`src/assert_macros.svh`:
```
// assertion macros shared by the stepper pulse ramp limiter modules
`ifndef ASSERT_MACROS_SVH
`define ASSERT_MACROS_SVH

// property holds at every edge outside reset
`define ASSERT_ALWAYS(label, clk, rst, expr, msg) \
   label: assert property (@(posedge clk) disable iff (rst) (expr)) else $error(msg);

// antecedent implies consequent in the same cycle
`define ASSERT_IMPLIES(label, clk, rst, ante, cons, msg) \
   label: assert property (@(posedge clk) disable iff (rst) (ante) |-> (cons)) \
      else $error(msg);

// antecedent implies consequent in the next cycle
`define ASSERT_NEXT(label, clk, rst, ante, cons, msg) \
   label: assert property (@(posedge clk) disable iff (rst) (ante) |=> (cons)) \
      else $error(msg);

`endif

```
`src/spr_pkg.sv`:
```
// types and constants of the stepper pulse ramp limiter
package spr_pkg;

   typedef enum logic [1:0] {
      OP_TICK     = 2'd0,
      OP_LOAD     = 2'd1,
      OP_OVERRIDE = 2'd2
   } opcode_type;

   // register word index (byte address bit 2)
   localparam logic CSR_MAX_TRAVEL = 1'b0;
   localparam logic CSR_DIR_INVERT = 1'b1;

   localparam logic [23:0]        RAMP_SPLIT   = 24'd2000;
   localparam logic signed [24:0] LIMIT_MARGIN = 25'sd50;
   localparam logic [4:0]         RAMP_DIV     = 5'd20;
   // ceil(2^20 / 20), exact quotient for any 16 bit ramp
   localparam logic [16:0]        RAMP_RECIP   = 17'd52429;
   localparam int                 RECIP_SHIFT  = 20;

   typedef struct packed {
      logic [1:0]  opcode;
      logic [23:0] step_count;
      logic        direction;
      logic [15:0] period_us;
      logic [15:0] ramp_value;
      logic        override_value;
   } req_type;

   typedef struct packed {
      logic               step_level;
      logic               dir_level;
      logic               stepped;
      logic signed [23:0] position;
      logic [23:0]        steps_left;
      logic [15:0]        ramp_now;
   } rsp_type;

   typedef struct packed {
      logic [15:0] max_travel;
      logic        dir_invert;
   } cfg_type;

endpackage

```
`src/spr_csr.sv`:
```
// configuration registers behind the apb-style port
module spr_csr
   import spr_pkg::*;
(
   input  logic        clock,
   input  logic        reset,
   input  logic        csr_psel,
   input  logic        csr_penable,
   input  logic        csr_pwrite,
   input  logic [2:0]  csr_paddr,
   input  logic [31:0] csr_pwdata,
   output logic [31:0] csr_prdata,
   output logic        csr_pready,
   output cfg_type     cfg
);

   logic [15:0] max_travel_ff;
   logic        dir_invert_ff;
   logic        wr_en;
   logic        word_idx;

   assign csr_pready = 1'b1;
   assign word_idx   = csr_paddr[2];
   assign wr_en      = csr_psel & csr_penable & csr_pwrite & csr_pready;

   always_ff @(posedge clock) begin
      if (reset) begin
         max_travel_ff <= '0;
         dir_invert_ff <= 1'b0;
      end else if (wr_en) begin
         unique case (word_idx)
            CSR_MAX_TRAVEL: max_travel_ff <= csr_pwdata[15:0];
            CSR_DIR_INVERT: dir_invert_ff <= csr_pwdata[0];
            default: ;
         endcase
      end
   end

   always_comb begin
      unique case (word_idx)
         CSR_MAX_TRAVEL: csr_prdata = {16'd0, max_travel_ff};
         CSR_DIR_INVERT: csr_prdata = {31'd0, dir_invert_ff};
         default:        csr_prdata = '0;
      endcase
   end

   assign cfg.max_travel = max_travel_ff;
   assign cfg.dir_invert = dir_invert_ff;

endmodule

```
`src/spr_core.sv`:
```
// motion state and the single-pass update for one item
module spr_core
   import spr_pkg::*;
(
   input  logic    clock,
   input  logic    reset,
   input  logic    item_accept,
   input  req_type item,
   input  cfg_type cfg,
   output rsp_type result
);
`include "assert_macros.svh"

   logic [31:0] elapsed_ff,   elapsed_in;
   logic        step_line_ff, step_line_in;
   logic [23:0] position_ff,  position_in;
   logic [23:0] remaining_ff, remaining_in;
   logic [15:0] ramp_ff,      ramp_in;
   // ramp / 20 kept as quotient and remainder, moved along with the ramp
   logic [11:0] ramp_q_ff,    ramp_q_in;
   logic [4:0]  ramp_r_ff,    ramp_r_in;
   logic [15:0] base_ff,      base_in;
   logic        dir_ff,       dir_in;
   logic        override_ff,  override_in;

   logic [31:0]        elapsed_inc;
   logic [16:0]        interval;
   logic               due;
   logic signed [24:0] pos_s;
   logic signed [24:0] upper;
   logic               allow;
   logic               fire;
   logic               ramp_dec;
   logic               ramp_inc;
   logic [32:0]        load_prod;
   logic [11:0]        load_q;
   logic [15:0]        load_q20;
   logic [15:0]        load_r;

   always_comb begin
      elapsed_inc = (elapsed_ff == '1) ? elapsed_ff : elapsed_ff + 32'd1;
      interval    = {1'b0, base_ff} + {5'd0, ramp_q_ff};
      due         = elapsed_inc > {15'd0, interval};
      pos_s       = {position_ff[23], position_ff};
      upper       = $signed({9'd0, cfg.max_travel}) - LIMIT_MARGIN;
      if (override_ff)
         allow = 1'b1;
      else if (!dir_ff)
         allow = pos_s >= LIMIT_MARGIN;
      else
         allow = pos_s < upper;
      fire     = (item.opcode == OP_TICK) && due && (remaining_ff != '0) && allow;
      ramp_dec = (ramp_ff != '0) && (remaining_ff > RAMP_SPLIT);
      ramp_inc = (remaining_ff < RAMP_SPLIT) && (ramp_ff != '1);

      // quotient of a loaded ramp by reciprocal multiply
      load_prod = {17'd0, item.ramp_value} * {16'd0, RAMP_RECIP};
      load_q    = load_prod[RECIP_SHIFT +: 12];
      load_q20  = 16'({4'd0, load_q} * {11'd0, RAMP_DIV});
      load_r    = item.ramp_value - load_q20;
   end

   always_comb begin
      elapsed_in   = elapsed_ff;
      step_line_in = step_line_ff;
      position_in  = position_ff;
      remaining_in = remaining_ff;
      ramp_in      = ramp_ff;
      ramp_q_in    = ramp_q_ff;
      ramp_r_in    = ramp_r_ff;
      base_in      = base_ff;
      dir_in       = dir_ff;
      override_in  = override_ff;
      if (item_accept) begin
         unique case (item.opcode)
            OP_TICK: begin
               elapsed_in = elapsed_inc;
               if (fire) begin
                  elapsed_in   = '0;
                  step_line_in = ~step_line_ff;
                  position_in  = dir_ff ? position_ff + 24'd1 : position_ff - 24'd1;
                  remaining_in = remaining_ff - 24'd1;
                  if (ramp_dec) begin
                     ramp_in = ramp_ff - 16'd1;
                     if (ramp_r_ff == '0) begin
                        ramp_r_in = RAMP_DIV - 5'd1;
                        ramp_q_in = ramp_q_ff - 12'd1;
                     end else begin
                        ramp_r_in = ramp_r_ff - 5'd1;
                     end
                  end else if (ramp_inc) begin
                     ramp_in = ramp_ff + 16'd1;
                     if (ramp_r_ff == RAMP_DIV - 5'd1) begin
                        ramp_r_in = '0;
                        ramp_q_in = ramp_q_ff + 12'd1;
                     end else begin
                        ramp_r_in = ramp_r_ff + 5'd1;
                     end
                  end
               end
            end
            OP_LOAD: begin
               remaining_in = item.step_count;
               dir_in       = item.direction;
               base_in      = item.period_us;
               ramp_in      = item.ramp_value;
               ramp_q_in    = load_q;
               ramp_r_in    = load_r[4:0];
            end
            OP_OVERRIDE: begin
               override_in = item.override_value;
            end
            default: ;
         endcase
      end
   end

   always_ff @(posedge clock) begin
      if (reset) begin
         elapsed_ff   <= '0;
         step_line_ff <= 1'b0;
         position_ff  <= '0;
         remaining_ff <= '0;
         ramp_ff      <= '0;
         ramp_q_ff    <= '0;
         ramp_r_ff    <= '0;
         base_ff      <= '0;
         dir_ff       <= 1'b0;
         override_ff  <= 1'b0;
      end else begin
         elapsed_ff   <= elapsed_in;
         step_line_ff <= step_line_in;
         position_ff  <= position_in;
         remaining_ff <= remaining_in;
         ramp_ff      <= ramp_in;
         ramp_q_ff    <= ramp_q_in;
         ramp_r_ff    <= ramp_r_in;
         base_ff      <= base_in;
         dir_ff       <= dir_in;
         override_ff  <= override_in;
      end
   end

   always_comb begin
      result.step_level = step_line_in;
      result.dir_level  = dir_in ^ cfg.dir_invert;
      result.stepped    = item_accept & fire;
      result.position   = $signed(position_in);
      result.steps_left = remaining_in;
      result.ramp_now   = ramp_in;
   end

   `ASSERT_ALWAYS(a_ramp_split, clock, reset,
      (ramp_r_ff < RAMP_DIV) && (ramp_ff == 16'({4'd0, ramp_q_ff} * {11'd0, RAMP_DIV}) + 16'(ramp_r_ff)),
      "ramp quotient and remainder out of step with ramp")
   `ASSERT_NEXT(a_step_clears, clock, reset, item_accept && fire,
      (elapsed_ff == '0) && (remaining_ff == $past(remaining_ff) - 24'd1),
      "step did not clear elapsed count or count down")
   `ASSERT_NEXT(a_idle_holds, clock, reset, !item_accept,
      $stable(position_ff) && $stable(remaining_ff) && $stable(ramp_ff),
      "motion state changed without an item")

endmodule

```
`src/spr_rsp_buf.sv`:
```
// two-entry result buffer between the update logic and the rsp channel
module spr_rsp_buf
   import spr_pkg::*;
(
   input  logic    clock,
   input  logic    reset,
   input  logic    push,
   input  rsp_type push_data,
   output logic    space,
   output logic    rsp_valid,
   input  logic    rsp_ready,
   output rsp_type rsp_data
);
`include "assert_macros.svh"

   rsp_type     entry_ff [2];
   logic        wr_ptr_ff, wr_ptr_in;
   logic        rd_ptr_ff, rd_ptr_in;
   logic [1:0]  count_ff,  count_in;
   logic        pop;

   assign space     = count_ff != 2'd2;
   assign rsp_valid = count_ff != 2'd0;
   assign rsp_data  = entry_ff[rd_ptr_ff];
   assign pop       = rsp_valid & rsp_ready;

   always_comb begin
      wr_ptr_in = push ? ~wr_ptr_ff : wr_ptr_ff;
      rd_ptr_in = pop ? ~rd_ptr_ff : rd_ptr_ff;
      count_in  = count_ff + {1'b0, push} - {1'b0, pop};
   end

   always_ff @(posedge clock) begin
      if (push)
         entry_ff[wr_ptr_ff] <= push_data;
   end

   always_ff @(posedge clock) begin
      if (reset) begin
         wr_ptr_ff <= 1'b0;
         rd_ptr_ff <= 1'b0;
         count_ff  <= '0;
      end else begin
         wr_ptr_ff <= wr_ptr_in;
         rd_ptr_ff <= rd_ptr_in;
         count_ff  <= count_in;
      end
   end

   `ASSERT_ALWAYS(a_count_range, clock, reset, count_ff != 2'd3, "result buffer count overflow")
   `ASSERT_IMPLIES(a_no_push_full, clock, reset, push, space, "item pushed into a full buffer")
   `ASSERT_ALWAYS(a_ptr_count, clock, reset,
      (count_ff == 2'd1) == (wr_ptr_ff != rd_ptr_ff),
      "buffer pointers disagree with count")

endmodule

```
`src/stepper_pulse_ramp_limiter_core.sv`:
```
// top level of the stepper pulse ramp limiter
//
//   port group   dir   handshake                    payload
//   req_*        in    req_valid / req_ready        req_data (req_type)
//   rsp_*        out   rsp_valid / rsp_ready        rsp_data (rsp_type)
//   csr_*        in    psel, penable, pwrite        paddr, pwdata / prdata
//
// one item per clock while the buffer has space: the state update is a single pass of
// compares and adds; the result lands in a two-entry buffer in the cycle after acceptance.
// a loaded ramp is divided by 20 with one 16x17 reciprocal multiply.
// sync active-high reset clears motion state, csrs, buffer pointers; no clearing pass.
// req_ready drops only when both buffer entries hold untaken results.
module stepper_pulse_ramp_limiter_core
   import spr_pkg::*;
(
   input  logic        clock,
   input  logic        reset,
   input  logic        req_valid,
   output logic        req_ready,
   input  req_type     req_data,
   output logic        rsp_valid,
   input  logic        rsp_ready,
   output rsp_type     rsp_data,
   input  logic        csr_psel,
   input  logic        csr_penable,
   input  logic        csr_pwrite,
   input  logic [2:0]  csr_paddr,
   input  logic [31:0] csr_pwdata,
   output logic [31:0] csr_prdata,
   output logic        csr_pready
);

   cfg_type cfg;
   rsp_type result;
   logic    space;
   logic    accept;

   assign req_ready = space;
   assign accept    = req_valid & req_ready;

   spr_csr u_csr (
      .clock       (clock),
      .reset       (reset),
      .csr_psel    (csr_psel),
      .csr_penable (csr_penable),
      .csr_pwrite  (csr_pwrite),
      .csr_paddr   (csr_paddr),
      .csr_pwdata  (csr_pwdata),
      .csr_prdata  (csr_prdata),
      .csr_pready  (csr_pready),
      .cfg         (cfg)
   );

   spr_core u_core (
      .clock       (clock),
      .reset       (reset),
      .item_accept (accept),
      .item        (req_data),
      .cfg         (cfg),
      .result      (result)
   );

   spr_rsp_buf u_rsp_buf (
      .clock     (clock),
      .reset     (reset),
      .push      (accept),
      .push_data (result),
      .space     (space),
      .rsp_valid (rsp_valid),
      .rsp_ready (rsp_ready),
      .rsp_data  (rsp_data)
   );

endmodule

```
`config.mk`:
```
export PLATFORM = sky130hd
export DESIGN_NAME = stepper_pulse_ramp_limiter_core
export DESIGN_NICKNAME = d
export VERILOG_FILES = /design/src/spr_pkg.sv /design/src/spr_csr.sv /design/src/spr_core.sv /design/src/spr_rsp_buf.sv /design/src/stepper_pulse_ramp_limiter_core.sv
export VERILOG_INCLUDE_DIRS = /design/src /design/src/src
export SDC_FILE = /design/constraint.sdc
export NUM_CORES = 1
export LEC_CHECK = 0
export BUFFER_PORTS_ARGS = -buffer_cell sky130_fd_sc_hd__buf_2
export CORE_MARGIN = 4
export CORE_UTILIZATION = 39
export DETAILED_ROUTE_END_ITERATION = 7
export PLACE_DENSITY_LB_ADDON = 0.15
export SYNTH_ARGS = -nofsm -noshare
export SYNTH_HDL_FRONTEND = slang
export SYNTH_SLANG_ARGS = --single-unit
```
`constraint.sdc`:
```
create_clock -name clock -period 5.83 [get_ports clock]
set_input_delay 0.2915 -clock clock [delete_from_list [all_inputs] [get_ports clock]]
set_output_delay 0.2915 -clock clock [all_outputs]
set_load 0.03 [all_outputs]
```
---- Yosys cells after proc, flatten, opt, wreduce, memory -nomap -nowiden ----
Memory sizes are Yosys's and may differ from the RTL's. A register that Yosys moved wholly into a read port is not among the register bits.
Cells that the tools add are included.
word-level totals
  logic and storage cells ................. 114
  memories ................................ 1
  bits in writable memories ............... 134
  register bits ........................... 153
  output and inout bits ................... 102
  input port bits ......................... 102
memory list
  memory              words  width  read ports  clocked after Yosys merged registers in  wr ports  line               source
  u_rsp_buf.entry_ff  2      67     1           1                                        1         spr_rsp_buf.sv:16  rsp_type entry_ff [2];
operators by class
  equality and inequality tests ........... 10
  reduce and logical (&&, ||, !) cells .... 18
  order comparisons ....................... 5
  bitwise logic cells ..................... 10
  multiplexer cells ....................... 38
  multipliers ............................. 2
  add/subtract/negate cells ............... 15
operators with widths
  operator                                                                               count
  24-bit 2-to-1 mux                                                                      6
  16-bit 2-to-1 mux                                                                      4
  32-bit 2-to-1 mux                                                                      2
  32-bit case mux with 2 select lines                                                    1
  12-bit 2-to-1 mux                                                                      5
  24-bit case mux with 2 select lines                                                    1
  24-bit by 1-bit subtractor with 24-bit output (second input constant)                  2
  32-bit by 1-bit adder with 32-bit output (second input constant)                       1
  32-bit equality test (second input constant)                                           1
  32-bit by 17-bit > comparator with 1-bit output                                        1
  16-bit by 16-bit multiplier with 32-bit output (second input constant)                 1
  16-bit case mux with 2 select lines                                                    1
  5-bit 2-to-1 mux                                                                       5
  24-bit by 1-bit adder with 24-bit output (second input constant)                       1
  24-bit by 7-bit greater-or-equal comparator with 1-bit output (second input constant)  1
  24-bit by 11-bit > comparator with 1-bit output (second input constant)                1
  24-bit by 11-bit < comparator with 1-bit output (second input constant)                1
  24-bit by 17-bit < comparator with 1-bit output                                        1
  12-bit case mux with 2 select lines                                                    1
  24-bit nonzero test                                                                    1
  16-bit by 12-bit adder with 17-bit output                                              1
  16-bit by 6-bit subtractor with 17-bit output (second input constant)                  1
  16-bit by 1-bit adder with 16-bit output (second input constant)                       1
  16-bit inequality test (second input constant)                                         1
  other kinds (30)                                                                       56

---- Logic depth before layout (Yosys ltp) ----
  word-level depth ........................ 9
  mapped depth ............................ 27
  mapped depth without buffers ............ 26

---- By module ----
A second synthesis with hierarchy kept.
second synthesis, totals
  cell total of the unflattened synthesis .. 2,292
  area, all modules ....................... 21,802.2 µm²
modules (own cells, without submodules)
  module                           area an instance (µm²)  cells an instance  seq. area each (µm²)  times used
  spr_core                         15,568.7                1,949              2,642.5               1
  spr_rsp_buf                      5,187.5                 231                4,124.0               1
  spr_csr                          1,039.7                 111                340.3                 1
  stepper_pulse_ramp_limiter_core  6.3                     1                  0.0                   1

---- Least setup slack after synthesis ----
OpenSTA, ideal clock, no wires.
  path kind ............................... input port to flip-flop
  start ................................... input req_data[11] (netlist name)
  end ..................................... register u_core.ramp_r_ff[4]
  path slack .............................. -0.121 ns
  arrival ................................. 5.818 ns
  required time ........................... 5.697 ns
  cell stages on the path ................. 26
  library setup time ...................... 0.133 ns
  path buffers ............................ 0
  cell sequence ........................... ha_1 ha_1 inv_1 fa_1 inv_1 fa_1 fa_1 inv_1 fa_1 inv_1 ha_1 a211oi_1 o211ai_1 o221ai_1 nor2b_1 o21ai_0 a21o_1 a21oi_1 xnor2_1 ha_1 fa_1 xor2_1 xnor2_1 xnor3_1 nor2_1 o22ai_1
between the ends
  word-level cells in the longest chain between the ends .. 4
ends and longest elaborated chain
  item                                            line                                   source
  from (decl)                                     stepper_pulse_ramp_limiter_core.sv:20  input req_type req_data,
  16-bit by 16-bit multiplier with 32-bit output  spr_core.sv:57                         load_prod = {17'd0, item.ramp_value} * {16'd0, RAMP_RECIP};
  12-bit by 3-bit multiplier with 3-bit output    spr_core.sv:59                         load_q20 = 16'({4'd0, load_q} * {11'd0, RAMP_DIV});
  5-bit subtractor                                spr_core.sv:60                         load_r = item.ramp_value - load_q20;
  5-bit case mux with 2 select lines              spr_core.sv:75                         unique case (item.opcode)
  to (signal assigned)                            spr_core.sv:137                        ramp_r_ff <= ramp_r_in;
  to (decl)                                       spr_core.sv:21                         logic [4:0] ramp_r_ff, ramp_r_in;
No other way between the ends.
A chain may end at the register's enable or synchronous reset.

---- Worst setup path after layout ----
  start ................................... input req_data[2] (netlist name)
  end ..................................... register u_core.ramp_r_ff[4]
between the ends
  word-level cells in the longest chain between the ends .. 4
ends and longest elaborated chain
  item                                            line
  16-bit by 16-bit multiplier with 32-bit output  spr_core.sv:57
  12-bit by 3-bit multiplier with 3-bit output    spr_core.sv:59
  5-bit subtractor *                              spr_core.sv:60
  5-bit case mux with 2 select lines *            spr_core.sv:75
Mark *: on every way between the ends. The rest lies on a longest branch, timed or not.

==> flow_metrics.env <==
export IMPL_global_route_wire_length_before_repair_um=97970
export IMPL_critPathMostFrequentCell="sky130_fd_sc_hd__fa_1"
export IMPL_worst_slew_pin_transition_ns=1.047
export IMPL_grt_pass1_vias=17980
export IMPL_crit_buf_inv=3
export IMPL_p_leak_uw=0.01107
export IMPL_drt_first_iter_violations=1160
export IMPL_num_nets_final=2976
export IMPL_slowest_stage="sky130_fd_sc_hd__fa_1"
export IMPL_floorplan_initialDensity_pct=39.38
export IMPL_clock_fmax_mhz=178.3
export IMPL_hold_start="req_data[41]"
export IMPL_cts_sinks=288
export IMPL_slew_viol_final=0
export IMPL_layoutNonFillerInstCount=3341
export IMPL_fin_crit_sh_pct=96.21
export IMPL_area_growth_pct=18.68
export IMPL_post_synth_inst_count=2313
export IMPL_ant_nets=0
export IMPL_design_portCount=204
export IMPL_final_setup_skew_ns=0.02461
export IMPL_max_cap_violations=0
export IMPL_grt_overflow=0
export IMPL_finalWirelength_um=61590
export IMPL_clk_pin_slew_worst_paths_ns=0.06
export IMPL_coreArea_mm2=0.05499
export IMPL_total_power_uw=10330
export IMPL_cp_top_family="adder cells"
export IMPL_synth_largest_area_cell="sky130_fd_sc_hd__edfxtp_1"
export IMPL_grt_setup_unrepaired="true"
export IMPL_required_ns=6.25
export IMPL_min_path_type="input pin to register"
export IMPL_routed_via_density=5.396
export IMPL_post_synth_instance_area_mm2=0.02165
export IMPL_hold_worst_slack_ns=0.04006
export IMPL_finalWorstPathRequiredPeriod_ns=5.609
export IMPL_min_to="u_core.remaining_ff[7]"
export IMPL_vias=18030
export IMPL_timing_critical_path_arrival_ns=6.03
export IMPL_post_synth_most_frequent_cells="sky130_fd_sc_hd__ha_1, sky130_fd_sc_hd__nand2_1, sky130_fd_sc_hd__inv_1"
export IMPL_critical_path_reg2reg_endpoint="u_rsp_buf.entry_ff[0][0]"
export IMPL_ys_ff_latch=288
export IMPL_floorplan_rows=86
export IMPL_design_area_mm2=0.02570
export IMPL_clk_latency_ns=0.57
export IMPL_chain_of_cells_forming_the_critical_path="buf_2, ha_1, xor2_1, ha_1, fa_1, fa_1, fa_1, inv_1, fa_1, inv_1, ha_1, a21o_1, a21oi_1, o21ai_1, a21o_1, a21oi_2, xnor2_2, ha_2, fa_2, xor2_2, xnor2_1, xnor3_1, nor2_1, o22ai_1"
export IMPL_die_width_um=243.6
export IMPL_synth_yosys_warnings=0
export IMPL_syn_area_cell_um2=9.362
export IMPL_numPlacedInstances=3237
export IMPL_clock_tree_from_tritoncts="yes"
export IMPL_ys_flop_type="sky130_fd_sc_hd__dfxtp_1"
export IMPL_regToRegSetupSlack_ns=0.40
export IMPL_relSlewSlack_pct=30.20
export IMPL_antenna_found_initial=2
export IMPL_outcome="finished clean"
export IMPL_half_perimeter_wire_length_of_the_detailed_placement_result_um=46210
export IMPL_drc=0
export IMPL_numCtsBuffers=35
export IMPL_fraction_of_synthesis_flops_using_an_asynchronous_set_or_reset_pin_pct=0
export IMPL_synth_yosys_seq_area_share_pct=32.82
export IMPL_dpl_instance_area_mm2=0.02387
export IMPL_library_cell_with_the_highest_instance_count_after_synthesis="sky130_fd_sc_hd__ha_1"
export IMPL_routed_wire_length_per_instance_um=18.44
export IMPL_report_final_hold_viol_count=0
export IMPL_pin_count_of_the_biggest_net_entering_global_routing=68
export IMPL_post_route_cells_drive_above_1_share_pct=18.99
export IMPL_final_fill_count=5308
export IMPL_die_height_um=243.6
export IMPL_vdd_ir_drop_worst_mv=0.3764
export IMPL_worstHoldPathCells=3
export IMPL_die_area_mm2=0.05936
export IMPL_critical_path_startpoint_type="input pin"
export IMPL_cts_path_max_buffers=3
export IMPL_synth_edff_count=134
export IMPL_power_per_cell_area_mw_per_mm2=401.9
export IMPL_timing_reg2reg_worst_path_depth=25
export IMPL_timing_final_setup_violations=0
export IMPL_gp_congestion=0.8693
export IMPL_timing_worst_setup_path_type="input pin to register"
export IMPL_synth_top_cells_by_area="sky130_fd_sc_hd__edfxtp_1, sky130_fd_sc_hd__dfxtp_1, sky130_fd_sc_hd__ha_1, sky130_fd_sc_hd__fa_1, sky130_fd_sc_hd__mux2_2"
export IMPL_synth_top_cell_area_share_pct=18.58
export IMPL_crit_reg2reg_launch="u_core.ramp_q_ff[2]"
export IMPL_first_pass_iters=5
export IMPL_worstSetupEndpointType="register"
export IMPL_crit_path_max_fanout=4
export IMPL_yosysUniqueCellTypes=84
export IMPL_port_buffers=168
export IMPL_slowest_stage_delay_cp_ns=0.57
export IMPL_max_h_tree_level=2
export IMPL_groute_usage_overall_pct=20.45
export IMPL_cts_root_buf="sky130_fd_sc_hd__clkbuf_16"
final cells by class:
class                      count  area [um2]  area share (%)
clock buffer                  43       905.9           3.525
antenna                        2       5.005         0.01948
timing repair buffer         318        2115           8.228
multi-input combinational   1723       13530           52.63
inverter                     199       747.0           2.907
tap                          748       935.9           3.642
clock inverter                20       351.6           1.368
sequential                   288        7113           27.68
how the worst max path moves through the flow:
| stage | start | to | slack [ns] | depth (start not counted) |
|---|---|---|---|---|
| after floorplan | req_data[1] | u_core.ramp_r_ff[4] | 0.005 | 25 |
| after global placement | req_data[11] | u_core.ramp_r_ff[4] | -0.35 | 27 |
| after detailed placement | req_data[11] | u_core.ramp_r_ff[4] | -0.53 | 27 |
| after CTS | u_core.ramp_q_ff[0] | u_rsp_buf.entry_ff[0][34] | 0.004 | 26 |
| after global routing | req_data[11] | u_core.ramp_r_ff[4] | -0.05 | 27 |
| final | req_data[2] | u_core.ramp_r_ff[4] | 0.22 | 24 |
per-stage QoR:
step	setup WS, ns	util (%)	TNS (ns)
floorplan	0.005297	-	0
global placement	-0.3535	43.41	-1.004
detailed placement	-0.5323	43.41	-1.993
CTS	0.004156	46.35	0
global route	-0.04508	46.73	-0.04508
finish	0.2210	46.74	0
sequential cells by signal, indices dropped and copies added (netlist names), 2 cells and up, named ones only:
| name | flops |
|---|---|
| u_rsp_buf.entry_ff | 134 |
| u_core.elapsed_ff | 32 |
| u_core.position_ff | 24 |
| u_core.remaining_ff | 24 |
| u_core.base_ff | 16 |
| u_core.ramp_ff | 16 |
| u_csr.max_travel_ff | 16 |
| u_core.ramp_q_ff | 12 |
| u_core.ramp_r_ff | 5 |
| u_rsp_buf.count_ff | 2 |
metal layers:
metal	up-vias	track usage [%]	wire length, um	share of wire, %
li1	8758	-	-	-
met5	-	0	20	0.032
met4	4	4.996	1107	1.8
met3	68	3.203	2963	4.8
met1	8832	27.84	28560	46
met2	367	34.30	28940	47
kinds of logic (layout without fill, tap and decap cells):
group,Yosys count,after routing,synth area share (%)
and+or+nand+nor,745,745,17.02
AOI/OAI and AO/OA,440,440,13.24
buffers and inverters,317,580,6.067
adders and majority gates,309,309,20.77
DFF,288,288,32.82
xor gates and xnor gates,109,109,4.472
muxes,103,103,5.570
other,2,19,0.03468
cell usage in the layout (no fill, tap or decap), types with 9 or more instances in the layout:
master                          count
sky130_fd_sc_hd__dlygate4sd3_1     32
sky130_fd_sc_hd__mux2_2            72
sky130_fd_sc_hd__or4_1             11
sky130_fd_sc_hd__nor2b_1           27
sky130_fd_sc_hd__xnor2_1           62
sky130_fd_sc_hd__nor3_1            67
sky130_fd_sc_hd__or2_2              9
sky130_fd_sc_hd__nor2_1           144
sky130_fd_sc_hd__mux2i_1           14
sky130_fd_sc_hd__buf_4            112
sky130_fd_sc_hd__a21o_1            31
sky130_fd_sc_hd__a31oi_1           24
sky130_fd_sc_hd__fa_1              83
sky130_fd_sc_hd__and4_1            12
sky130_fd_sc_hd__or3_1             27
sky130_fd_sc_hd__clkbuf_16         35
sky130_fd_sc_hd__and3_1            21
sky130_fd_sc_hd__nand2b_1          12
sky130_fd_sc_hd__dfxtp_1          151
sky130_fd_sc_hd__ha_1             219
sky130_fd_sc_hd__o22ai_1           11
sky130_fd_sc_hd__nor4_1            38
sky130_fd_sc_hd__inv_1            197
sky130_fd_sc_hd__nand2_1          210
sky130_fd_sc_hd__mux2_4            17
sky130_fd_sc_hd__o21ai_0           67
sky130_fd_sc_hd__a211oi_1          30
sky130_fd_sc_hd__o31ai_1           11
sky130_fd_sc_hd__nand3_1           67
sky130_fd_sc_hd__and2_1            40
sky130_fd_sc_hd__buf_2            167
sky130_fd_sc_hd__a21oi_1          140
sky130_fd_sc_hd__xor2_1            44
sky130_fd_sc_hd__nand4_1           36
sky130_fd_sc_hd__edfxtp_1         134
sky130_fd_sc_hd__o21a_1            14
sky130_fd_sc_hd__conb_1            17
report_power, final:
part           leakage, uW  total [uW]  internal (uW)  switching [uW]
sequential         0.00254        2550           2380             172
combinational      0.00794        5360           2430            2930
clock             0.000591        2420           1480             942
worst register-to-register path: cells and delay by family, from the launching register on:
family          cells  cell delay, ns
fa+ha+maj           2            0.58
compound gates     10            2.18
xor+xnor            2            0.41
buf+inv             3            0.54
simple gates        8            1.04
flops               1            0.41
timing repair:
item	4_1_cts	5_1_grt
resized for setup	0	46
hold endpoints to repair	33	0
hold buffers	32	0
pin swaps	1	26
buffers inserted	3	4
setup endpoints to repair	55	178
Power figures use the tool's default switching activity.
